[src/rtl/zwac_pkg.sv]
// Package for the zoom window address control: key codes, event codes and scaling constants.
`default_nettype none

package zwac_pkg;

  // Screen and window geometry in pixels.
  localparam int unsigned ScreenWidth  = 640;
  localparam int unsigned ScreenHeight = 480;
  localparam int unsigned WindowWidth  = 128;
  localparam int unsigned WindowHeight = 96;

  // Field widths fixed by the item formats.
  localparam int unsigned CodeW  = 10;
  localparam int unsigned ValueW = 2;
  localparam int unsigned XW     = 10;
  localparam int unsigned YW     = 9;
  localparam int unsigned StepW  = 8;

  // Pan range of the window origin, saturated at zero.
  localparam int unsigned MaxX = (ScreenWidth > WindowWidth) ? ScreenWidth - WindowWidth : 0;
  localparam int unsigned MaxY = (ScreenHeight > WindowHeight) ? ScreenHeight - WindowHeight : 0;
  localparam int unsigned CentreX = MaxX / 2;
  localparam int unsigned CentreY = MaxY / 2;

  // out * WindowSize / ScreenSize is taken as (out * K) >> S, where
  // K = WindowSize * ceil(2^S / ScreenSize). S is chosen so that the
  // reciprocal error stays below one unit of the quotient for every product.
  localparam int unsigned ProdXW = XW + $clog2(WindowWidth + 1);
  localparam int unsigned ProdYW = YW + $clog2(WindowHeight + 1);
  localparam int unsigned ShiftX = ProdXW + $clog2(ScreenWidth);
  localparam int unsigned ShiftY = ProdYW + $clog2(ScreenHeight);
  localparam longint unsigned RecipX =
    ((64'd1 << ShiftX) + 64'(ScreenWidth) - 64'd1) / 64'(ScreenWidth);
  localparam longint unsigned RecipY =
    ((64'd1 << ShiftY) + 64'(ScreenHeight) - 64'd1) / 64'(ScreenHeight);
  localparam longint unsigned ScaleX = RecipX * 64'(WindowWidth);
  localparam longint unsigned ScaleY = RecipY * 64'(WindowHeight);
  localparam int unsigned ScaleXW = $clog2(ScaleX + 64'd1);
  localparam int unsigned ScaleYW = $clog2(ScaleY + 64'd1);

  // Width of the window-plus-offset sums before clamping.
  localparam int unsigned SumW = 20;

  // Key codes and key values.
  localparam logic [CodeW-1:0]  KeyMenu  = 10'd1;
  localparam logic [CodeW-1:0]  KeyL1    = 10'd18;
  localparam logic [CodeW-1:0]  KeyUp    = 10'd103;
  localparam logic [CodeW-1:0]  KeyDown  = 10'd108;
  localparam logic [CodeW-1:0]  KeyLeft  = 10'd105;
  localparam logic [CodeW-1:0]  KeyRight = 10'd106;
  localparam logic [ValueW-1:0] ValPress  = 2'd1;
  localparam logic [ValueW-1:0] ValRepeat = 2'd2;

  localparam logic [StepW-1:0] PanStepReset = 8'd16;

  typedef enum logic {
    OP_KEY   = 1'b0,
    OP_QUERY = 1'b1
  } op_e;

  typedef enum logic [1:0] {
    EV_NONE      = 2'd0,
    EV_ZOOM_IN   = 2'd1,
    EV_ZOOM_OUT  = 2'd2,
    EV_PANNED    = 2'd3
  } event_e;

endpackage

`default_nettype wire

[src/rtl/zoom_window_address_control.sv]
// Top level of the zoom window address control: key handling, panning and pixel address mapping.
//
// Usage. Items arrive on the slave stream (s_axis_*). tuser carries the item kind: 0 for a key
// event, 1 for a pixel query. A key event updates the menu-held flag, toggles zoom on L1 with
// the menu key held (recentring the window on entry) and pans the window on direction presses
// while zoom is on. A pixel query maps an output coordinate to the nearest-neighbour source
// coordinate inside the current window, clamped to the screen.
// Every item yields exactly one result item on the master stream (m_axis_*), in order.
// The pan step is written on the cfg_* channel, which is always ready; the user must write it
// only while no item is in flight, and the block itself does not enforce this.
// The item sits in the input register while the single pass of key logic or scaling multiply
// and clamp feeds the result register, from which the result is shown.
// Throughput is one item per clock while the receiver keeps taking results; the input
// register and result register form a two-stage pipeline, so a new item is taken while a
// finished result waits. When the receiver stalls, the result register holds; the input
// register fills behind it and s_axis_tready then drops until the result is taken.
// Reset clears both valid flags, drops zoom and the menu flag, recentres the window and loads the
// default pan step of 16 pixels.
`default_nettype none

module zoom_window_address_control
  import zwac_pkg::*;
(
  input  wire logic        clk_i,
  input  wire logic        rst_ni,
  // Input item stream.
  input  wire logic        s_axis_tvalid,
  output logic             s_axis_tready,
  // tdata, from bit 0: key_code[9:0], key_value[11:10], out_x[21:12], out_y[30:22], zero pad
  input  wire logic [31:0] s_axis_tdata,
  // tuser: op (0 key event, 1 pixel query)
  input  wire logic        s_axis_tuser,
  // Result item stream.
  output logic             m_axis_tvalid,
  input  wire logic        m_axis_tready,
  // tdata, from bit 0: zoom_on[0], event_res[2:1], src_x[12:3], src_y[21:13], zero pad
  output logic [23:0]      m_axis_tdata,
  // Pan step register write channel.
  input  wire logic        cfg_valid_i,
  output logic             cfg_ready_o,
  input  wire logic [7:0]  cfg_data_i
);

  // Input register.
  logic              in_valid_q;
  op_e               op_q;
  logic [CodeW-1:0]  code_q;
  logic [ValueW-1:0] value_q;
  logic [XW-1:0]     ox_q;
  logic [YW-1:0]     oy_q;

  // Block state.
  logic [StepW-1:0]  pan_step_q;
  logic              menu_down_q, menu_down_d;
  logic              zoom_q, zoom_d;
  logic [XW-1:0]     win_x_q, win_x_d;
  logic [YW-1:0]     win_y_q, win_y_d;

  // Result register.
  logic              out_valid_q;
  logic              res_zoom_q;
  event_e            res_event_q, res_event_d;
  logic [XW-1:0]     res_x_q, res_x_d;
  logic [YW-1:0]     res_y_q, res_y_d;

  logic advance;
  logic take_in;

  // The input register moves on whenever the result register is free or being emptied.
  assign advance       = in_valid_q && (!out_valid_q || m_axis_tready);
  assign s_axis_tready = !in_valid_q || advance;
  assign take_in       = s_axis_tvalid && s_axis_tready;
  assign cfg_ready_o   = 1'b1;

  // Scaling: nearest-neighbour source offset by reciprocal multiplication.
  logic [XW+ScaleXW-1:0] prod_x;
  logic [YW+ScaleYW-1:0] prod_y;
  logic [SumW-1:0]       sum_x, sum_y;

  assign prod_x = (XW + ScaleXW)'(ox_q) * (XW + ScaleXW)'(ScaleX);
  assign prod_y = (YW + ScaleYW)'(oy_q) * (YW + ScaleYW)'(ScaleY);
  assign sum_x  = SumW'(prod_x >> ShiftX) + SumW'(win_x_q);
  assign sum_y  = SumW'(prod_y >> ShiftY) + SumW'(win_y_q);

  // Pan candidates, each clamped to the pan range.
  logic [XW:0]   left_x;
  logic [YW:0]   up_y;
  logic [XW-1:0] pan_left_x, pan_right_x;
  logic [YW-1:0] pan_up_y, pan_down_y;

  assign left_x = (XW + 1)'(win_x_q) + (XW + 1)'(pan_step_q);
  assign up_y   = (YW + 1)'(win_y_q) + (YW + 1)'(pan_step_q);

  always_comb begin
    pan_left_x  = (left_x > (XW + 1)'(MaxX)) ? XW'(MaxX) : left_x[XW-1:0];
    pan_up_y    = (up_y > (YW + 1)'(MaxY)) ? YW'(MaxY) : up_y[YW-1:0];
    pan_right_x = ((XW + 1)'(pan_step_q) > (XW + 1)'(win_x_q)) ? '0
                : XW'((XW + 1)'(win_x_q) - (XW + 1)'(pan_step_q));
    pan_down_y  = ((YW + 1)'(pan_step_q) > (YW + 1)'(win_y_q)) ? '0
                : YW'((YW + 1)'(win_y_q) - (YW + 1)'(pan_step_q));
  end

  // Single pass over the registered item.
  logic press;
  assign press = (value_q == ValPress);

  always_comb begin
    menu_down_d = menu_down_q;
    zoom_d      = zoom_q;
    win_x_d     = win_x_q;
    win_y_d     = win_y_q;
    res_event_d = EV_NONE;
    res_x_d     = '0;
    res_y_d     = '0;
    case (op_q)
      OP_QUERY: begin
        res_x_d = (sum_x > SumW'(ScreenWidth - 1)) ? XW'(ScreenWidth - 1) : sum_x[XW-1:0];
        res_y_d = (sum_y > SumW'(ScreenHeight - 1)) ? YW'(ScreenHeight - 1) : sum_y[YW-1:0];
      end
      OP_KEY: begin
        if (value_q != ValRepeat) begin
          if (code_q == KeyMenu) begin
            menu_down_d = press;
          end else if (code_q == KeyL1) begin
            if (press && menu_down_q) begin
              if (zoom_q) begin
                zoom_d      = 1'b0;
                res_event_d = EV_ZOOM_OUT;
              end else begin
                zoom_d      = 1'b1;
                win_x_d     = XW'(CentreX);
                win_y_d     = YW'(CentreY);
                res_event_d = EV_ZOOM_IN;
              end
            end
          end else if (zoom_q && press) begin
            if (code_q == KeyUp) begin
              win_y_d     = pan_up_y;
              res_event_d = EV_PANNED;
            end else if (code_q == KeyDown) begin
              win_y_d     = pan_down_y;
              res_event_d = EV_PANNED;
            end else if (code_q == KeyLeft) begin
              win_x_d     = pan_left_x;
              res_event_d = EV_PANNED;
            end else if (code_q == KeyRight) begin
              win_x_d     = pan_right_x;
              res_event_d = EV_PANNED;
            end
          end
        end
      end
      default: begin
        res_event_d = EV_NONE;
      end
    endcase
  end

  // Control and state registers.
  always_ff @(posedge clk_i or negedge rst_ni) begin
    if (!rst_ni) begin
      in_valid_q  <= 1'b0;
      out_valid_q <= 1'b0;
      pan_step_q  <= PanStepReset;
      menu_down_q <= 1'b0;
      zoom_q      <= 1'b0;
      win_x_q     <= XW'(CentreX);
      win_y_q     <= YW'(CentreY);
    end else begin
      if (take_in) begin
        in_valid_q <= 1'b1;
      end else if (advance) begin
        in_valid_q <= 1'b0;
      end
      if (advance) begin
        out_valid_q <= 1'b1;
      end else if (m_axis_tready) begin
        out_valid_q <= 1'b0;
      end
      if (cfg_valid_i && cfg_ready_o) begin
        pan_step_q <= cfg_data_i;
      end
      if (advance) begin
        menu_down_q <= menu_down_d;
        zoom_q      <= zoom_d;
        win_x_q     <= win_x_d;
        win_y_q     <= win_y_d;
      end
    end
  end

  // Payload registers.
  always_ff @(posedge clk_i) begin
    if (take_in) begin
      op_q    <= op_e'(s_axis_tuser);
      code_q  <= s_axis_tdata[9:0];
      value_q <= s_axis_tdata[11:10];
      ox_q    <= s_axis_tdata[21:12];
      oy_q    <= s_axis_tdata[30:22];
    end
    if (advance) begin
      res_zoom_q  <= zoom_d;
      res_event_q <= res_event_d;
      res_x_q     <= res_x_d;
      res_y_q     <= res_y_d;
    end
  end

  assign m_axis_tvalid = out_valid_q;
  assign m_axis_tdata  = {2'b00, res_y_q, res_x_q, res_event_q, res_zoom_q};

endmodule

`default_nettype wire
[config.mk]
export PLATFORM = sky130hd
export DESIGN_NAME = zoom_window_address_control
export DESIGN_NICKNAME = d
export VERILOG_FILES = /design/src/rtl/zwac_pkg.sv /design/src/rtl/zoom_window_address_control.sv
export SDC_FILE = /design/constraint.sdc
export NUM_CORES = 1
export LEC_CHECK = 0
export ABC_AREA = 1
export BUFFER_PORTS_ARGS = -buffer_cell sky130_fd_sc_hd__clkbuf_2
export CORE_MARGIN = 10
export CORE_UTILIZATION = 55
export DETAILED_ROUTE_END_ITERATION = 10
export GPL_TIMING_DRIVEN = 0
export PLACE_DENSITY = 0.77
export SYNTH_ARGS = -nofsm -noshare
export SYNTH_HDL_FRONTEND = slang
export SYNTH_SLANG_ARGS = --single-unit
[constraint.sdc]
create_clock -name clk_i -period 9.3 [get_ports clk_i]
set_input_delay 2.79 -clock clk_i [delete_from_list [all_inputs] [get_ports clk_i]]
set_output_delay 2.79 -clock clk_i [all_outputs]
set_load 0.01 [all_outputs]
==> results.sh, run 1 <==
export IMPL_cpMaxStageDelayCell="fa_1"
export IMPL_area_sequential_um2=2400
export IMPL_ys_types=50
export IMPL_cts_clk_slew_worst_paths_ns=0.07
export IMPL_route_met2_wl_um=13100
export IMPL_pin_count=73
export IMPL_relSlewSlack_pct=15.9
export IMPL_yosysTopAreaCellShare_pct=18.9
export IMPL_setup_viol=0
export IMPL_drt_pass1_iter_count=5
export IMPL_cp_num_buf_inv=6
export IMPL_finClkSkew_ns=0.00769
export IMPL_final_area_um2=12300
export IMPL_yosysWarnings=0
export IMPL_vias=9770
export IMPL_grt_pass1_vias=9732
export IMPL_endpoint_kind="register"
export IMPL_numPortBuffers=68
export IMPL_post_cts_buffers=0
export IMPL_die_w_um=163
export IMPL_criticalPathCategory="reg2reg"
export IMPL_multi_input_area_um2=7620
export IMPL_setup_tns_ns=0
export IMPL_gp_congestion=0.963
export IMPL_start_util_pct=55.8
export IMPL_wl_met1_um=12300
export IMPL_grt_pass1_wl_um=46700
export IMPL_antenna_found_initial=0
export IMPL_cap_violations=0
export IMPL_coreArea_um2=20200
export IMPL_p_leak_nw=6.71
export IMPL_placed_cell_area_um2=12000
export IMPL_holdCritPathClass="reg2reg"
export IMPL_fp_dieH_um=163
export IMPL_netlist_area_um2=11300
export IMPL_synth_top_cells_by_count="nand2_1 (319), inv_1 (294), ha_1 (171), nor2_1 (113), nand3_1 (106)"
export IMPL_drv_slew=0
export IMPL_ys_ff_latch=85
export IMPL_nets=1858
export IMPL_worstMarginPinSlew_ns=1.26
export IMPL_die_area_um2=26700
export IMPL_maxUsedRoutingLayer="met4"
export IMPL_synth_edf_count=54
export IMPL_overflow=0
export IMPL_cpPeakStageDelay_ns=0.56
export IMPL_vdd_drop_max_uv=202
export IMPL_cp_required_ns=9.41
export IMPL_wl_um=27400
export IMPL_grt_max_degree=33
export IMPL_drc=0
export IMPL_fin_crit_ns=6.64
export IMPL_ys_flop_type="edfxtp_1"
export IMPL_crit_fanout=9
export IMPL_cts_repair_resized=0
export IMPL_avgSynthCellArea_um2=7.58
export IMPL_clock_sinks=85
export IMPL_clockBufferDepth=2
export IMPL_clock_fmax_mhz=151
export IMPL_cts_buffers=9
export IMPL_critical_path_top_delay_family="adder cells"
export IMPL_grt_use_total_pct=21.4
export IMPL_drive_above_1_share_pct=9.15
export IMPL_fill_cells=1807
export IMPL_rows=52
export IMPL_yosysMostFrequentCell="nand2_1"
export IMPL_drt_initial_drc_count=631
export IMPL_diodes=0
export IMPL_arrival_ns=6.76
export IMPL_hold_buffers=0
export IMPL_ys_seq_area_share_pct=21.3
export IMPL_post_synth_top_area_cell="ha_1"
export IMPL_ys_async_sr_fraction_pct=36.5
export IMPL_antenna_left=0
export IMPL_startpoint_type="register"
export IMPL_dp_hpwl_um=23400
export IMPL_area_growth_pct=8.74
export IMPL_synth_area_top_cells="ha_1 (19%), edfxtp_1 (14%), fa_1 (13%)"
export IMPL_netlist_instances=1489
export IMPL_period_share_pct=71.4
export IMPL_status="completed"
export IMPL_power_density_nw_per_um2=257
export IMPL_hold_viol=0
export IMPL_ctsHtreeMaxLevel=3
export IMPL_wl_per_cell_um=14.9
export IMPL_clock_latency_ns=0.36
export IMPL_clock_root_buffer="clkbuf_16"
export IMPL_grt_setup_unrepaired="no"
export IMPL_cts_tree="built"
export IMPL_viasPerCell=5.30
export IMPL_wl_met3_um=1410
cell usage in the layout, fill, tap and decap left out, types with 5 or more instances in the layout:
cell type / count
nor3_1: 23
o21bai_1: 9
dfrtp_1: 27
buf_4: 5
fa_1: 72
a21o_1: 10
nand3_1: 106
edfxtp_1: 54
xnor2_1: 8
nor2_1: 113
o21ai_0: 46
ha_1: 171
inv_1: 294
inv_2: 15
nand2_2: 6
nand4_1: 43
a21oi_2: 5
o21a_1: 5
clkbuf_2: 69
buf_2: 8
xor2_1: 30
clkbuf_16: 9
nand2_1: 319
a21oi_1: 61
a31oi_1: 7
logic make-up (layout without fill, tap and decap cells):
family / count (synthesis) / count (layout) / synth area share, %
AND/OR/NAND/NOR: 633 / 633 / 24.5
buffers and inverters: 328 / 412 / 11.2
adder cells (fa/ha/maj): 243 / 243 / 31.7
AO/OA/AOI/OAI: 158 / 158 / 8.04
flip-flops: 85 / 85 / 21.3
XOR/XNOR: 38 / 38 / 2.95
other: 2 / 3 / 0.0665
multiplexers: 2 / 2 / 0.188
per-stage QoR:
step	total power, mW	hold WS, ns	utilization, %	cells	setup slack, ns
2_1_floorplan	2.23	0.467	-	1490	3.35
3_3_place_gp	2.74	0.502	59.2	1828	2.74
3_5_place_dp	2.76	0.506	59.2	1828	2.71
4_1_cts	3.16	0.517	60.7	1844	2.69
5_1_grt	3.55	0.537	60.7	1844	2.19
6_report	3.16	0.512	60.7	1844	2.66
state kept, by name, indices dropped and copies added (netlist names):
name and flops:
code_q 10, ox_q 10, res_x_q 10, win_x_q 10, oy_q 9, res_y_q 9, win_y_q 9, pan_step_q 8
res_event_q 2, value_q 2, in_valid_q 1, m_axis_tvalid 1, menu_down_q 1, op_q 1, res_zoom_q 1, zoom_q 1
tightest hold or removal path, stage by stage, from the launching register on:
cell	delay, ns
dfstp_2	0.40
nand2_1	0.07
nand2_1	0.05
worst paths after layout:
check | start | endpoint | slack [ns] | cells past startpoint
max | ox_q[7]$_DFFE_PP_ | res_x_q[1]$_SDFFCE_PN0P_ | 2.66 | 29
min | win_y_q[6]$_DFFE_PN1P_ | win_y_q[6]$_DFFE_PN1P_ | 0.51 | 2
max reg2reg | ox_q[7]$_DFFE_PP_ | res_x_q[1]$_SDFFCE_PN0P_ | 2.66 | 29
min reg2reg | win_y_q[6]$_DFFE_PN1P_ | win_y_q[6]$_DFFE_PN1P_ | 0.51 | 2
max in group asynchronous | rst_ni | win_x_q[7]$_DFFE_PN0P_ | 6.23 | 1
min in group asynchronous | rst_ni | win_y_q[2]$_DFFE_PN0P_ | 2.52 | 1
per-layer routing:
layer | vias to the layer above | GRT usage [%]
met3 | 40 | 3.55
li1 | 4957 | -
met1 | 4521 | 27.6
met5 | - | 0
met2 | 252 | 36.1
met4 | 0 | 5.78
power breakdown:
group          total [mW]  switching, mW  leakage, nW  internal, mW
combinational        2.28           1.41         5.67         0.869
clock               0.384          0.172        0.149         0.213
sequential          0.492         0.0270        0.889         0.465
area by class of cell:
cell class,count,area share (%)
multi-input cells,1077,62.1
flip-flops and latches,85,19.6
inverters,309,9.45
repair buffers,68,2.77
well taps,270,2.75
clock buffers,9,1.83
plain buffers,19,0.886
clock inverters,7,0.652
Note: power is estimated with default switching activity, not from simulation.
==> run 2, diff against run 1 <==
--- a/config.mk
+++ b/config.mk
@@ -5,13 +5,13 @@
 export SDC_FILE = /design/constraint.sdc
 export NUM_CORES = 1
 export LEC_CHECK = 0
-export ABC_AREA = 1
+export ABC_AREA = 0
 export BUFFER_PORTS_ARGS = -buffer_cell sky130_fd_sc_hd__clkbuf_2
 export CORE_MARGIN = 10
 export CORE_UTILIZATION = 55
 export DETAILED_ROUTE_END_ITERATION = 10
 export GPL_TIMING_DRIVEN = 0
-export PLACE_DENSITY = 0.77
+export PLACE_DENSITY = 0.81
 export SYNTH_ARGS = -nofsm -noshare
 export SYNTH_HDL_FRONTEND = slang
 export SYNTH_SLANG_ARGS = --single-unit
==> constraint.sdc (replaced) <==
create_clock -name clk_i -period 5.4 [get_ports clk_i]
set_input_delay 1.62 -clock clk_i [delete_from_list [all_inputs] [get_ports clk_i]]
set_output_delay 1.62 -clock clk_i [all_outputs]
set_load 0.01 [all_outputs]
==> run 2 against run 1 <==
Effect of this change:
- the run now ends with negative setup slack left
- first-iteration DRC count grew 16%
- flip-flop and latch count did not move
- setup slack got worse by 3.7 ns
- worst hold slack got worse by 0.0064 ns
- cell area decreased by 3.0%
- critical path depth down 2
- non-clock buffer count grew 58
- synthesized cell count is 29% lower
- critical endpoint is now res_x_q[4]$_SDFFCE_PN0P_
- largest cell class unchanged
- highest routed layer unchanged
==> results.sh, run 2 <==
export IMPL_netlist_area_um2=10000
export IMPL_antenna_left=0
export IMPL_clock_root_buffer="clkbuf_16"
export IMPL_period_share_pct=120
export IMPL_coreArea_um2=18000
export IMPL_yosysWarnings=0
export IMPL_worstReg2RegEnd="res_x_q[4]$_SDFFCE_PN0P_"
export IMPL_holdPathStages=1
export IMPL_synth_area_top_cells="ha_1 (21%), edfxtp_1 (16%), fa_1 (14%)"
export IMPL_die_w_um=155
export IMPL_clock_sinks=85
export IMPL_ys_seq_area_share_pct=23.9
export IMPL_die_area_um2=24100
export IMPL_status="complete, but fails checks"
export IMPL_violations="negative setup slack"
export IMPL_rrSetupSlack_ns=-1.07
export IMPL_cp_required_ns=5.51
export IMPL_clockBufferDepth=2
export IMPL_endpoint_kind="register"
export IMPL_pin_count=73
export IMPL_cpMostUsedCell="fa_1"
export IMPL_cpPeakStageDelay_ns=0.55
export IMPL_synthSimpleGateAreaFrac_pct=12.6
export IMPL_ctsHtreeMaxLevel=3
export IMPL_viasPerCell=5.87
export IMPL_gp_congestion=0.923
export IMPL_synthXorXnorAreaFrac_pct=3.14
export IMPL_synth_top_family_by_area="adder cells"
export IMPL_setup_viol=19
export IMPL_p_leak_nw=5.78
export IMPL_vias=8303
export IMPL_ys_flop_type="edfxtp_1"
export IMPL_cts_clk_slew_worst_paths_ns=0.07
export IMPL_startpoint_type="register"
export IMPL_synth_compound_area_share_pct=16.1
export IMPL_grt_pass1_wl_um=42000
export IMPL_numPortBuffers=68
export IMPL_vdd_drop_max_uv=384
export IMPL_synthAdderAreaFrac_pct=35.7
export IMPL_fin_cells=1415
export IMPL_diodes=0
export IMPL_cts_tree="built"
export IMPL_start_util_pct=55.9
export IMPL_drive_above_1_share_pct=23.7
export IMPL_yosysMostFrequentCell="inv_1"
export IMPL_hold_viol=0
export IMPL_finClkSkew_ns=0.00753
export IMPL_cap_violations=0
export IMPL_avgSynthCellArea_um2=9.56
export IMPL_hold_buffers=0
export IMPL_relSlewSlack_pct=13.9
export IMPL_r2r_cells=27
export IMPL_clock_latency_ns=0.36
export IMPL_wl_per_cell_um=18.6
export IMPL_min_from="in_valid_q$_DFFE_PN0P_"
export IMPL_post_synth_top_area_cell="ha_1"
export IMPL_drt_initial_drc_count=731
export IMPL_drt_pass1_iter_count=7
export IMPL_overflow=0
export IMPL_fp_dieH_um=155
export IMPL_crit_fanout=9
export IMPL_drc=0
export IMPL_worst_slack_ns=-1.07
export IMPL_synth_edf_count=54
export IMPL_grt_max_degree=33
export IMPL_wl_um=26300
export IMPL_synth_top_cells_by_count="inv_1 (177), ha_1 (171), fa_1 (72), nand2_1 (65), a21oi_1 (58)"
export IMPL_most_common_layout_cells="inv_1 (166), ha_1 (154), clkbuf_2 (68)"
export IMPL_clock_fmax_mhz=154
export IMPL_reg2reg_from="ox_q[8]$_DFFE_PP_"
export IMPL_area_growth_pct=18.5
export IMPL_worstMarginPinSlew_ns=1.26
export IMPL_numPlacedInstances=1349
export IMPL_yosysTopAreaCellShare_pct=21.3
export IMPL_cpMaxStageDelayCell="fa_1"
export IMPL_grt_setup_unrepaired="yes"
export IMPL_drv_slew=0
export IMPL_cts_buffers=9
export IMPL_grt_use_total_pct=21.2
export IMPL_holdCritPathClass="reg2reg"
export IMPL_ys_types=79
export IMPL_holdWs_ns=0.505
export IMPL_dp_hpwl_um=18800
export IMPL_power_density_nw_per_um2=401
export IMPL_fin_crit_ns=6.47
export IMPL_hold_path_end="m_axis_tvalid$_DFFE_PN0P_"
export IMPL_ys_async_sr_fraction_pct=36.5
export IMPL_netlist_instances=1051
export IMPL_antenna_found_initial=0
export IMPL_ys_ff_latch=85
export IMPL_layout_commonest_cell="inv_1"
export IMPL_nets=1470
export IMPL_muxShareOfSynthArea_pct=0.424
export IMPL_rows=49
export IMPL_arrival_ns=6.59
export IMPL_criticalPathCategory="reg2reg"
export IMPL_grt_pass1_vias=8636
## run 2: cell count changes after synthesis, moves of 17 or more
cell	before	now
xor2_1	30	13
nand4_1	43	14
nor2_1	113	51
nand2_1	319	65
nand3_1	106	16
inv_1	294	177
## run 2: where the power goes
group	switching (mW)	internal (mW)	total, mW
clock network	0.297	0.366	0.663
registers	0.0384	0.773	0.811
logic	1.80	1.50	3.30
## run 2: kinds of logic (layout without fill, tap and decap cells)
logic type	after synthesis	after routing
DFF	85	85
xor gates and xnor gates	36	36
muxes	4	4
buffers and inverters	205	339
AOI/OAI and AO/OA	236	236
other	2	3
adders and majority gates	244	244
and+or+nand+nor	239	239
## run 2: per-layer routing
layer	part of all wire, %	GRT usage (%)	up-vias	wire, um
li1	-	-	3908	-
met1	40	24.9	4010	10400
met2	51	37.8	307	13400
met3	6.3	3.72	78	1650
met4	3.2	7.65	0	833
met5	0	0	-	0
## run 2: through the flow
step / power (mW) / worst slack (ns) / cell area, um2 / util [%] / TNS, ns
CTS: 4.32 / -1.02 / 11600 / 64.6 / -14.98
global route: 5.14 / -1.36 / 11900 / 66.3 / -20.39
global placement: 3.13 / -1.24 / 10800 / 59.9 / -18.23
finish: 4.77 / -1.07 / 11900 / 66.3 / -16.31
floorplan: 2.67 / -0.810 / 10100 / - / -8.84
detailed placement: 3.25 / -1.46 / 10800 / 59.9 / -20.42
## run 2: final cells by class
type | instances | area [um2]
buffer | 26 | 135
clock buffer | 9 | 225
clock inverter | 7 | 80.1
fill | 1289 | 6060
inverter | 178 | 671
multi-input combinational | 762 | 7360
sequential | 85 | 2400
tap | 229 | 287
timing repair buffer | 119 | 746
## run 2: worst max-delay path: cells and delay by family (launching register included)
family          cells  cell delay (ns)
simple gates        4             0.43
fa+ha+maj           8             3.46
compound gates      9             1.24
xor+xnor            1             0.24
buf+inv             5             0.37
flops               1             0.44
## run 2: worst max path at each step
| stage | depth (start not counted) | startpoint | slack [ns] | end |
|---|---|---|---|---|
| after floorplan | 26 | ox_q[9]$_DFFE_PP_ | -0.81 | res_x_q[7]$_SDFFCE_PP0P_ |
| after global placement | 26 | ox_q[2]$_DFFE_PP_ | -1.24 | res_x_q[7]$_SDFFCE_PP0P_ |
| after detailed placement | 26 | ox_q[2]$_DFFE_PP_ | -1.46 | res_x_q[4]$_SDFFCE_PN0P_ |
| after CTS | 26 | ox_q[8]$_DFFE_PP_ | -1.02 | res_x_q[8]$_SDFFCE_PP0P_ |
| after global routing | 25 | ox_q[1]$_DFFE_PP_ | -1.36 | res_x_q[2]$_SDFFCE_PN0P_ |
| final | 27 | ox_q[8]$_DFFE_PP_ | -1.07 | res_x_q[4]$_SDFFCE_PN0P_ |
## run 2: repair_timing
item,4_1_cts,5_1_grt
resized for setup,51,49
buffers inserted,43,10
pin swaps,63,56
endpoints found under the setup margin,19,19
gates cloned,0,0
==> run 3, diff against run 2 <==
--- a/config.mk
+++ b/config.mk
@@ -11,7 +11,8 @@
 export CORE_UTILIZATION = 55
 export DETAILED_ROUTE_END_ITERATION = 10
 export GPL_TIMING_DRIVEN = 0
-export PLACE_DENSITY = 0.81
+export PLACE_DENSITY = 0.78
+export SKIP_LAST_GASP = 1
 export SYNTH_ARGS = -nofsm -noshare
 export SYNTH_HDL_FRONTEND = slang
 export SYNTH_SLANG_ARGS = --single-unit
==> constraint.sdc (replaced) <==
create_clock -name clk_i -period 7.1 [get_ports clk_i]
set_input_delay 2.13 -clock clk_i [delete_from_list [all_inputs] [get_ports clk_i]]
set_output_delay 2.13 -clock clk_i [all_outputs]
set_load 0.01 [all_outputs]
==> run 3 against run 2 <==
Effect of this change:
- critical path type unchanged
- critical endpoint is now res_x_q[3]$_SDFFCE_PN0P_
- largest cell class unchanged
- largest power group unchanged
- highest routed layer unchanged
- the flow now finishes without violations
- maximum frequency is 5.6% lower
- sequential share of layout area is 1.5 points higher
- worst hold slack lost 0.0045 ns
==> results.sh, run 3 (synthesized netlist as in run 2, its figures left out) <==
export IMPL_clock_fmax_mhz=146
export IMPL_grt_pass1_wl_um=37300
export IMPL_startpoint_type="register"
export IMPL_reg2reg_from="ox_q[7]$_DFFE_PP_"
export IMPL_p_seq_share_pct=20.7
export IMPL_setup_viol=0
export IMPL_criticalPathCategory="reg2reg"
export IMPL_overflow=0
export IMPL_grt_setup_unrepaired="yes"
export IMPL_cts_clk_slew_worst_paths_ns=0.06
export IMPL_final_area_um2=11100
export IMPL_pin_count=73
export IMPL_fp_dieH_um=155
export IMPL_clockPowerShare_pct=18.6
export IMPL_wl_met1_um=9970
export IMPL_coreArea_um2=18000
export IMPL_start_util_pct=55.9
export IMPL_drv_slew=0
export IMPL_multi_input_area_um2=6890
export IMPL_min_from="in_valid_q$_DFFE_PN0P_"
export IMPL_rrSetupSlack_ns=0.24
export IMPL_hold_buffers=0
export IMPL_cts_tree="built"
export IMPL_r2r_cells=26
export IMPL_route_met2_wl_um=11300
export IMPL_area_growth_pct=10.5
export IMPL_vias=7740
export IMPL_fill_cells=1504
export IMPL_antenna_found_initial=0
export IMPL_ctsHtreeMaxLevel=3
export IMPL_die_w_um=155
export IMPL_holdWs_ns=0.501
export IMPL_wl_per_cell_um=16.5
export IMPL_clock_latency_ns=0.35
export IMPL_antenna_left=0
export IMPL_clockBufferDepth=2
export IMPL_hold_path_end="m_axis_tvalid$_DFFE_PN0P_"
export IMPL_clock_sinks=85
export IMPL_power_density_nw_per_um2=270
export IMPL_rows=49
export IMPL_finClkSkew_ns=0.00770
export IMPL_numPortBuffers=68
export IMPL_period_share_pct=96.6
export IMPL_most_common_layout_cells="inv_1 (177), ha_1 (170), fa_1 (71)"
export IMPL_drc=0
export IMPL_holdCritPathClass="reg2reg"
export IMPL_p_int_mw=1.73
export IMPL_grt_use_total_pct=18.8
export IMPL_cp_required_ns=7.20
export IMPL_gp_congestion=0.901
export IMPL_diodes=0
export IMPL_vdd_drop_max_uv=284
export IMPL_crit_fanout=5
export IMPL_relSlewSlack_pct=9.10
export IMPL_worst_slack_ns=0.243
export IMPL_place_ws_ns=0.0610
export IMPL_clock_root_buffer="clkbuf_16"
export IMPL_status="completed"
export IMPL_grt_max_degree=33
export IMPL_drt_pass1_iter_count=5
export IMPL_holdPathStages=1
export IMPL_grt_pass1_vias=7676
export IMPL_drt_initial_drc_count=460
export IMPL_die_area_um2=24100
export IMPL_drive_above_1_share_pct=12.9
export IMPL_cap_violations=0
export IMPL_p_sw_share_pct=42.3
export IMPL_endpoint_kind="register"
export IMPL_layout_commonest_cell="inv_1"
export IMPL_area_sequential_um2=2400
export IMPL_power_switching_mw=1.27
export IMPL_maxUsedRoutingLayer="met4"
export IMPL_fin_crit_ns=6.86
export IMPL_cts_buffers=9
export IMPL_worstMarginPinSlew_ns=1.33
export IMPL_arrival_ns=6.96
export IMPL_hold_viol=0
export IMPL_comb_power_share_pct=60.7
export IMPL_placed_cell_area_um2=10700
export IMPL_setup_tns_ns=0
export IMPL_wl_met3_um=937
export IMPL_worstReg2RegEnd="res_x_q[3]$_SDFFCE_PN0P_"
export IMPL_p_leak_nw=5.50
export IMPL_nets=1424
export IMPL_wl_um=22600
export IMPL_viasPerCell=5.65
export IMPL_dp_hpwl_um=18500
## run 3: final cells by class
class / instances / share of cell area, %
clock buffer: 9 / 2.03
inverter: 178 / 6.02
buffer: 27 / 1.25
timing repair buffer: 71 / 3.27
multi-input combinational: 763 / 62.1
sequential: 85 / 21.6
clock inverter: 7 / 1.10
tap: 229 / 2.58
## run 3: what timing repair did
action,4_1_cts,5_1_grt
buffers inserted,0,3
setup endpoints to repair,0,12
resized for setup,0,14
## run 3: power groups by stage
stage / Combinational [mW] / Sequential, mW / Clock, mW
finish: 1.82 / 0.619 / 0.556
global route: 2.10 / 0.623 / 0.582
CTS: 1.77 / 0.619 / 0.561
detailed placement: 1.74 / 0.627 / 0
global placement: 1.69 / 0.628 / 0
floorplan: 1.33 / 0.632 / 0
## run 3: layer usage
metal / vias up / track usage (%)
met5: - / 0
met4: 0 / 5.76
met3: 29 / 3.06
met2: 173 / 31.8
met1: 3714 / 24.1
li1: 3824 / -
## run 3: worst max-delay path, cell delays in order (launching register included)
cell and delay (ns):
edfxtp_1 0.45, fa_1 0.56, inv_1 0.05, fa_1 0.47, fa_1 0.52, inv_1 0.05, fa_1 0.51, inv_1 0.06
fa_1 0.50, inv_1 0.04, ha_1 0.29, a211oi_2 0.07, o21ai_1 0.16, a21oi_2 0.06, o211ai_1 0.31, nand3_1 0.14
a21boi_0 0.31, nor2_1 0.09, xnor2_1 0.23, ha_1 0.31, a21oi_1 0.21, o21a_1 0.18, o21ai_1 0.13, maj3_1 0.39
o22ai_2 0.21, a21oi_2 0.10, o21a_1 0.20
## run 3: worst max-delay path by stage
stage / cells after the start / to / startpoint / slack, ns
6_report: 26 / res_x_q[3]$_SDFFCE_PN0P_ / ox_q[7]$_DFFE_PP_ / 0.24
5_1_grt: 26 / res_x_q[3]$_SDFFCE_PN0P_ / ox_q[7]$_DFFE_PP_ / -0.08
4_1_cts: 26 / res_x_q[3]$_SDFFCE_PN0P_ / ox_q[7]$_DFFE_PP_ / 0.05
3_5_place_dp: 26 / res_x_q[3]$_SDFFCE_PN0P_ / ox_q[7]$_DFFE_PP_ / 0.06
3_3_place_gp: 26 / res_x_q[2]$_SDFFCE_PN0P_ / ox_q[7]$_DFFE_PP_ / 0.22
2_1_floorplan: 26 / res_x_q[7]$_SDFFCE_PP0P_ / ox_q[7]$_DFFE_PP_ / 0.68
## run 3: through the flow
step / std cells / total power [mW] / util (%)
2_1_floorplan: 1052 / 1.97 / -
3_3_place_gp: 1349 / 2.32 / 59.4
3_5_place_dp: 1349 / 2.37 / 59.4
4_1_cts: 1365 / 2.95 / 61.4
5_1_grt: 1369 / 3.31 / 61.8
6_report: 1369 / 2.99 / 61.8
